File: config.mk
export PLATFORM = sky130hd
export DESIGN_NAME = djb2_keyed_xorshift_stream_cipher_flat
export DESIGN_NICKNAME = d
export VERILOG_FILES = /design/src/djbks_pkg.sv /design/src/djbks_if.sv /design/src/djb2_keyed_xorshift_stream_cipher.sv /design/src/djbks_core.sv /design/src/flat_wrapper.sv
export SDC_FILE = /design/constraint.sdc
export NUM_CORES = 1
export LEC_CHECK = 0
export BUFFER_PORTS_ARGS = -buffer_cell sky130_fd_sc_hd__buf_2
export CORE_UTILIZATION = 55
export DETAILED_ROUTE_END_ITERATION = 10
export GPL_TIMING_DRIVEN = 0
export PLACE_DENSITY = 0.74
export SKIP_LAST_GASP = 1
export SYNTH_ARGS = -nofsm -noshare
export SYNTH_HDL_FRONTEND = slang
export SYNTH_HIERARCHICAL = 1
export SYNTH_SLANG_ARGS = --single-unit
File: constraint.sdc
create_clock -name clk_i -period 3.19 [get_ports clk_i]
set_input_delay 0.638 -clock clk_i [delete_from_list [all_inputs] [get_ports clk_i]]
set_output_delay 0.638 -clock clk_i [all_outputs]
set_load 0.03 [all_outputs]
File: src/djbks_pkg.sv
// Package for the djb2-keyed xorshift stream cipher: commands, beat types, constants.
`default_nettype none

package djbks_pkg;

  typedef enum logic [1:0] {
    CMD_CLEAR = 2'd0,
    CMD_KEY   = 2'd1,
    CMD_DATA  = 2'd2
  } cmd_e;

  localparam int unsigned CmdWidth  = 2;
  localparam int unsigned ByteWidth = 8;
  localparam int unsigned StateWidth = 64;

  localparam logic [StateWidth-1:0] HashInit = 64'd5381;
  localparam logic [StateWidth-1:0] ZeroSeed = 64'h0000_0000_FFFF_FFFF;

  localparam int unsigned ShiftA = 13;
  localparam int unsigned ShiftB = 7;
  localparam int unsigned ShiftC = 17;

  typedef struct packed {
    logic [CmdWidth-1:0]  command;
    logic [ByteWidth-1:0] byte_value;
  } item_t;

endpackage

`default_nettype wire

File: src/djbks_if.sv
// Valid/ready channel interfaces for the cipher input and output beats.
`default_nettype none

interface djbks_in_if;
  import djbks_pkg::*;

  logic                 valid;
  logic                 ready;
  logic [CmdWidth-1:0]  command;
  logic [ByteWidth-1:0] byte_value;

  modport source (output valid, output command, output byte_value, input ready);
  modport sink   (input valid, input command, input byte_value, output ready);
endinterface

interface djbks_out_if;
  import djbks_pkg::*;

  logic                 valid;
  logic                 ready;
  logic [ByteWidth-1:0] data_out;

  modport source (output valid, output data_out, input ready);
  modport sink   (input valid, input data_out, output ready);
endinterface

`default_nettype wire

File: src/djb2_keyed_xorshift_stream_cipher.sv
// Pipeline: an input register holds each accepted beat; a data beat's result then goes to
//   an output register; the hash add or xorshift step lies between the two registers.
// Throughput: one beat per cycle unless a data beat stalls on a full output register;
//   clear/key beats give no output beat.
// Reset: rst_ni is asynchronous, active low; key hash goes to 5381, keystream to zero
//   and unseeded, both pipeline registers empty. No clearing pass is needed.
// Top level of the djb2-keyed xorshift64 byte stream cipher.
`default_nettype none

module djb2_keyed_xorshift_stream_cipher (
  input  wire logic clk_i,
  input  wire logic rst_ni,
  djbks_in_if.sink  in_i,
  djbks_out_if.source out_o
);
  import djbks_pkg::*;

  // Input register: holds one accepted beat until the core can take it.
  logic  s1_valid_q, s1_valid_d;
  item_t s1_item_q;

  // Output register: one pending result byte.
  logic                 out_valid_q, out_valid_d;
  logic [ByteWidth-1:0] out_data_q;

  logic                 s1_is_data;
  logic                 advance;
  logic                 in_fire;
  logic [ByteWidth-1:0] ks_byte;

  assign s1_is_data = (s1_item_q.command == CMD_DATA);

  // A data beat needs a free (or draining) output slot; other beats always move.
  assign advance  = s1_valid_q && (!s1_is_data || !out_valid_q || out_o.ready);
  assign in_i.ready = !s1_valid_q || advance;
  assign in_fire  = in_i.valid && in_i.ready;

  always_comb begin
    s1_valid_d = s1_valid_q;
    if (in_fire) begin
      s1_valid_d = 1'b1;
    end else if (advance) begin
      s1_valid_d = 1'b0;
    end
  end

  always_comb begin
    out_valid_d = out_valid_q;
    if (advance && s1_is_data) begin
      out_valid_d = 1'b1;
    end else if (out_o.ready) begin
      out_valid_d = 1'b0;
    end
  end

  always_ff @(posedge clk_i or negedge rst_ni) begin
    if (!rst_ni) begin
      s1_valid_q  <= 1'b0;
      out_valid_q <= 1'b0;
    end else begin
      s1_valid_q  <= s1_valid_d;
      out_valid_q <= out_valid_d;
    end
  end

  // payload registers, no reset
  always_ff @(posedge clk_i) begin
    if (in_fire) begin
      s1_item_q.command    <= in_i.command;
      s1_item_q.byte_value <= in_i.byte_value;
    end
    if (advance && s1_is_data) begin
      out_data_q <= s1_item_q.byte_value ^ ks_byte;
    end
  end

  djbks_core u_core (
    .clk_i     (clk_i),
    .rst_ni    (rst_ni),
    .step_en_i (advance),
    .item_i    (s1_item_q),
    .ks_byte_o (ks_byte)
  );

  assign out_o.valid    = out_valid_q;
  assign out_o.data_out = out_data_q;

`ifndef SYNTHESIS
  a_no_overwrite: assert property (@(posedge clk_i) disable iff (!rst_ni)
    out_valid_q && !out_o.ready |=> out_valid_q && $stable(out_data_q))
    else $error("pending output beat was overwritten or dropped");

  a_stall_holds_s1: assert property (@(posedge clk_i) disable iff (!rst_ni)
    s1_valid_q && !advance |=> s1_valid_q && $stable(s1_item_q))
    else $error("stalled input register changed");

  a_data_makes_out: assert property (@(posedge clk_i) disable iff (!rst_ni)
    advance && s1_is_data |=> out_valid_q)
    else $error("processed data beat gave no output beat");
`endif

endmodule

`default_nettype wire

File: src/djbks_core.sv
// Key hash, keystream state and the one-step update for each processed beat.
`default_nettype none

module djbks_core (
  input  wire logic                      clk_i,
  input  wire logic                      rst_ni,
  input  wire logic                      step_en_i,
  input  wire djbks_pkg::item_t          item_i,
  output logic [djbks_pkg::ByteWidth-1:0] ks_byte_o
);
  import djbks_pkg::*;

  logic [StateWidth-1:0] hash_q, hash_d;
  logic [StateWidth-1:0] ks_q, ks_d;
  logic                  seeded_q, seeded_d;

  logic [StateWidth-1:0] seed;
  logic [StateWidth-1:0] x0, x1, x2, x3;

  // hash_q (or ZeroSeed) seeds only the first data beat after a clear or reset
  assign seed = seeded_q ? ks_q : ((hash_q != '0) ? hash_q : ZeroSeed);
  assign x0 = seed;
  assign x1 = x0 ^ (x0 << ShiftA);
  assign x2 = x1 ^ (x1 >> ShiftB);
  assign x3 = x2 ^ (x2 << ShiftC);

  assign ks_byte_o = x3[ByteWidth-1:0];

  always_comb begin
    hash_d   = hash_q;
    ks_d     = ks_q;
    seeded_d = seeded_q;
    if (step_en_i) begin
      case (cmd_e'(item_i.command))
        CMD_CLEAR: begin
          hash_d   = HashInit;
          ks_d     = '0;
          seeded_d = 1'b0;
        end
        CMD_KEY: begin
          // hash*33 + byte, wraps mod 2^64
          hash_d = (hash_q << 5) + hash_q
                 + {{(StateWidth-ByteWidth){1'b0}}, item_i.byte_value};
        end
        CMD_DATA: begin
          ks_d     = x3;
          seeded_d = 1'b1;
        end
        default: begin
          // unused code: no state change
        end
      endcase
    end
  end

  always_ff @(posedge clk_i or negedge rst_ni) begin
    if (!rst_ni) begin
      hash_q   <= HashInit;
      ks_q     <= '0;
      seeded_q <= 1'b0;
    end else begin
      hash_q   <= hash_d;
      ks_q     <= ks_d;
      seeded_q <= seeded_d;
    end
  end

`ifndef SYNTHESIS
  a_clear_restarts: assert property (@(posedge clk_i) disable iff (!rst_ni)
    step_en_i && item_i.command == CMD_CLEAR |=>
      !seeded_q && hash_q == HashInit && ks_q == '0)
    else $error("clear did not restart key hash and keystream");

  a_data_seeds: assert property (@(posedge clk_i) disable iff (!rst_ni)
    step_en_i && item_i.command == CMD_DATA |=> seeded_q)
    else $error("data beat left keystream unseeded");

  a_ks_nonzero: assert property (@(posedge clk_i) disable iff (!rst_ni)
    seeded_q |-> ks_q != '0)
    else $error("seeded keystream reached all zeros");

  a_key_keeps_ks: assert property (@(posedge clk_i) disable iff (!rst_ni)
    step_en_i && item_i.command != CMD_DATA && item_i.command != CMD_CLEAR |=>
      $stable(ks_q) && $stable(seeded_q))
    else $error("non-data beat disturbed keystream");
`endif

endmodule

`default_nettype wire
File: src/flat_wrapper.sv
// flat-port wrapper written by rule: the top's interface ports become plain ports
module djb2_keyed_xorshift_stream_cipher_flat import djbks_pkg::*;
  (clk_i, rst_ni, in_i_valid, in_i_command, in_i_byte_value, in_i_ready, out_o_valid, out_o_data_out, out_o_ready);
  djbks_in_if in_i_i ();
  djbks_out_if out_o_i ();
  input  wire logic clk_i;
  input  wire logic rst_ni;
  input wire logic [$bits(in_i_i.valid)-1:0] in_i_valid;
  input wire logic [$bits(in_i_i.command)-1:0] in_i_command;
  input wire logic [$bits(in_i_i.byte_value)-1:0] in_i_byte_value;
  output wire logic [$bits(in_i_i.ready)-1:0] in_i_ready;
  output wire logic [$bits(out_o_i.valid)-1:0] out_o_valid;
  output wire logic [$bits(out_o_i.data_out)-1:0] out_o_data_out;
  input wire logic [$bits(out_o_i.ready)-1:0] out_o_ready;
  assign in_i_i.valid = in_i_valid;
  assign in_i_i.command = in_i_command;
  assign in_i_i.byte_value = in_i_byte_value;
  assign in_i_ready = in_i_i.ready;
  assign out_o_valid = out_o_i.valid;
  assign out_o_data_out = out_o_i.data_out;
  assign out_o_i.ready = out_o_ready;
  djb2_keyed_xorshift_stream_cipher u_core (.clk_i(clk_i), .rst_ni(rst_ni), .in_i(in_i_i), .out_o(out_o_i));
endmodule
* After elaboration in Yosys (flattened, before gate mapping)
Index checks and enable logic that the tools add are counted.
** Cells by class
- Eq/ne operators :: 2
- Add/sub/neg operators :: 2
- Mux-type cells :: 9
- Reductions and logical operators :: 17
- Bitwise operators :: 4
** Operator list (count)
- $pmux 64 s2 :: 2
- $mux 64 :: 2
- $xor 64x64->64 :: 2
- $add 64x64->64 :: 1
- $add 64x8->64 :: 1
- $reduce_bool 64->1 :: 1
- $xor 64x57->64 :: 1
- $reduce_bool 2->1 :: 4
- $xor 8x8->8 :: 1
- $mux 1 :: 4
- $reduce_and 2->1 :: 2
- $logic_and 1x1->1 :: 3
- $logic_not 1->1 :: 3
- $logic_or 1x1->1 :: 3
- $eq 2x1->1 const B :: 1
- $eq 2x2->1 const B :: 1
- $logic_not 2->1 :: 1
- $pmux 1 s2 :: 1
** Word-level totals
- Output and inout bits :: 10
- Flip-flop bits (word level) :: 149

* Longest topological paths before layout
- Depth after elaboration :: 8
- Depth in mapped cells :: 13

* By module
The synthesis kept the hierarchy.
** By module, submodules not included
- djbks_core :: sequential area each 3234.4 um^2, area each 12239.2 um^2, instances 1, cells an instance 1502
- djb2_keyed_xorshift_stream_cipher :: sequential area each 590.6 um^2, area each 738.2 um^2, instances 1, cells an instance 37

* Worst setup path after synthesis
Ideal clock, no wire load.
- Path type :: register -> register
- From :: register u_core.u_core.hash_q[0]
- To :: register u_core.u_core.hash_q[40]
- Library setup time :: 122 ps
- Cell stages (with the launch flop) :: 14
- Path buffers :: 0
- Setup slack :: -351 ps
- Data required time :: 3068 ps
- Arrival time :: 3420 ps
- Cell sequence :: dfstp_2 -> inv_1 -> fa_1 -> inv_1 -> ha_1 -> or2_1 -> a21o_1 -> a31oi_1 -> o21bai_1 -> a41o_1 -> a32oi_2 -> a211oi_1 -> or3_1 -> a32o_1
** On the way
- Longest elaborated chain between the ends :: 3
** RTL lines
- start, declared :: RTL line djbks_core.sv:13 : logic [StateWidth-1:0] hash_q, hash_d;
- start signal, assigned :: RTL line djbks_core.sv:58 : hash_q <= HashInit;
- start signal, assigned :: RTL line djbks_core.sv:62 : hash_q <= hash_d;
- $add 64x64->64 :: RTL line djbks_core.sv:42 : hash_d = (hash_q << 5) + hash_q
- $add 64x8->64 :: RTL line djbks_core.sv:43 : + {{(StateWidth-ByteWidth){1'b0}}, item_i.byte_value};
- $pmux 64 s2 :: RTL line djbks_core.sv:34 : case (cmd_e'(item_i.command))
Every way passes these cells.
A chain may end at the register's enable or synchronous reset.

* Final worst setup path
- From :: register u_core.u_core.hash_q[0]
- To :: register u_core.u_core.hash_q[48]
Same word-level chain as after synthesis.

==> flow_summary.ini <==
[critical_path]
end_kind = flip-flop
critical_path_required_ns = 3.51
start_kind = flip-flop
arrival_ns = 3.81
crit_fanout = 3
critPathKind = flip-flop to flip-flop

[synthesis]
synth_edf_count = 18
async_flop_share = 0.8792
synth_top_area_frac = 0.2430
yosys.area.top_type = dfrtp_1
ys_warn_count = 6
synthDistinctLibCells = 74
syn_nets = 1679
yosys-top-cells-area = dfrtp_1, ha_1, xnor2_1
yosys_most_used_dff = dfrtp_1
synth_area_um2 = 12980
postSynthAreaPerCell_um2 = 8.432
syn-instance-count = 1539
ys_seq_area_frac = 0.2947
synth.ff_latch_count = 149

[grt]
grtUsageTotal = 0.3467
overflow = 0
grt_pass1_wl_mm = 64.49
grt_antenna_before_repair = 0
grt_pass1_vias = 11660
grt_start_max_net_pins = 75

[timing]
period_needed_ns = 3.486
setup_viol = 24
timing_worst_slew_pin_value_ns = 0.7827
fin_ws_ns = -0.2956
hold_viol = 0
slew_headroom = 0.4782
whs_ns = 0.1785
max_freq_mhz = 286.9
post-route-period-util = 1.093
fin_setup_tns_ns = -3.907
clock_skew_ns = 0.01146
drv_slew = 0
rsz0062_at_grt = yes

[route]
drtIter0Drc = 1163
vias_per_cell = 6.255
post_drt_wl_per_cell_um = 21.21
ant_nets = 0
dr_total_vias = 12230
firstDrtPassIters = 5
routed_wl_mm = 41.47
drc_errors = 0

[outcome]
run_status = finished with violations
violations = negative setup slack

[placement]
dpl.cell_count = 1876
hpwl_mm = 30.51
gp_congestion = 0.9789
postPlaceCellArea_um2 = 13570
post-place-ws_ns = -0.8193
portBuffers = 23

[floorplan]
fp.dieW_um = 155.6
row_count = 55
core-area_um2 = 22920
die_area_um2 = 24210
chipHeight_um = 155.6
start_util = 0.5663
ioPinCount = 24

[cells_and_area]
nNetsFinal = 1769
area_growth_syn_to_layout_pct = 18.58
diodes = 0
postLayoutCellArea_um2 = 15390
nFillCells = 1856
fin_cells = 1955
final_layout_size_suffix_gt1_frac = 0.1870
multi_input_area_um2 = 9480
ff_latch_area_um2 = 3866
fin_util = 0.6715

[clock_tree]
htreeDepth = 4
cts_tree = yes
cts_buffers = 17
hold_buffers = 0
path_clk_slew_ns = 0.07
clk_latency_ns = 0.44
ctsRootBufferMaster = clkbuf_16
clkSinkCount = 149
clock_path_buffers = 2

[job]
drv_cap = 0

[pwr]
peakVddDrop_uv = 621.2
power.density_nw_per_um2 = 1159
p_leak_nw = 6.832
power.total_mw = 17.84

[hold_path]
hold_path_class = primary input to asynchronous set/reset pin
per-layer routing:
layer | up-vias | wire [µm] | track usage
met4 | 0 | 1526 | 0.1312
met3 | 116 | 3211 | 0.04972
met2 | 642 | 19040 | 0.5417
li1 | 5599 | - | -
met5 | - | 0 | 0
met1 | 5872 | 17700 | 0.4855
where the power goes:
group | internal, mW | switching, mW | leakage [nW] | total [mW]
registers | 2.64 | 1.18 | 1.85 | 3.82
clock network | 1.06 | 0.977 | 0.292 | 2.04
logic | 5.29 | 6.70 | 4.69 | 12.0
total | 8.99 | 8.85 | 6.83 | 17.8
layout make-up:
class	instances	area share
flip-flops and latches	149	0.2512
well taps	313	0.02545
plain buffers	58	0.01675
clock buffers	17	0.02764
inverters	38	0.009269
multi-input cells	1276	0.6161
repair buffers	89	0.04187
clock inverters	15	0.01171
worst paths after layout:
| path | start | to | slack [ns] | depth (start not counted) |
|---|---|---|---|---|
| worst max-delay path | u_core/u_core/hash_q[0] | u_core/u_core/hash_q[48] | -0.30 | 14 |
| max in group asynchronous | rst_ni | u_core/u_core/hash_q[12] | 2.20 | 2 |
| min in group clk_i | in_i_byte_value[2] | u_core/s1_item_q[2] | 0.37 | 1 |
| worst min-delay path | rst_ni | u_core/u_core/ks_q[47] | 0.18 | 1 |
| worst max register to register | u_core/u_core/hash_q[0] | u_core/u_core/hash_q[48] | -0.30 | 14 |
| worst min register to register | u_core/u_core/ks_q[55] | u_core/u_core/ks_q[55] | 0.51 | 2 |
synthesized netlist by cell type (4+ instances only):
master / count
fa_1: 4
o21ai_1: 9
nand4_1: 21
and2_1: 8
o21ai_2: 10
dfstp_2: 5
a32o_1: 5
o31ai_1: 7
nand2_1: 211
xor2_1: 114
buf_1: 4
edfxtp_1: 18
nor2_1: 100
nor4_1: 20
clkbuf_1: 65
o21ai_0: 160
inv_1: 37
a221oi_1: 4
a211oi_1: 13
dfrtp_1: 126
xnor2_1: 165
a21boi_0: 4
ha_1: 122
a21o_1: 37
and3_1: 5
a221o_1: 4
a21oi_1: 107
o211ai_1: 9
mux2i_1: 4
a211o_1: 4
or3_1: 9
o21bai_1: 9
nand3_1: 19
o21a_1: 9
nor2b_1: 6
nor3b_1: 4
nor3_1: 16
a31oi_1: 9
state kept, by name (all words and copies together) (netlist names):
| name | flops |
|---|---|
| u_core/out_o.data_out | 8 |
| u_core/out_o.valid | 1 |
| u_core/s1_item_q | 10 |
| u_core/s1_valid_q | 1 |
| u_core/u_core/hash_q | 64 |
| u_core/u_core/ks_q | 64 |
| u_core/u_core/seeded_q | 1 |
cell usage in the layout (no fill, tap or decap), types with 33 or more instances in the layout:
cell,instances
buf_4,64
dfrtp_2,33
dfrtp_1,93
ha_1,94
xnor2_1,161
nand2_1,207
a21o_1,37
o21ai_0,137
nor2_1,96
inv_1,35
a21oi_1,94
xor2_1,109
clkbuf_1,46
critical path: stages, from the launching register on:
cell	delay, ns
dfstp_2	0.56
inv_2	0.05
fa_1	0.49
inv_2	0.05
ha_4	0.21
or2_4	0.25
a21o_1	0.18
a31oi_4	0.17
o21bai_4	0.09
a41o_4	0.24
a32oi_4	0.29
buf_4	0.17
a211oi_2	0.06
or3_1	0.31
a32o_1	0.26
cell families (layout without fill, tap and decap cells):
kind of cell / Yosys count / in the layout / share of synthesized area
AOI/OAI and AO/OA: 430 / 430 / 0.2036
xor gates and xnor gates: 279 / 279 / 0.1883
adders and majority gates: 126 / 126 / 0.1238
buffers and inverters: 114 / 217 / 0.03509
DFF: 149 / 149 / 0.2947
muxes: 4 / 4 / 0.003085
and+or+nand+nor: 437 / 437 / 0.1514
repair_timing:
action,in CTS,in global routing
resized for setup,150,56
buffers inserted,47,19
endpoints found under the setup margin,38,46
hold endpoints to repair,0,0
pin swaps,56,52
Power figures use the tool's default switching activity.
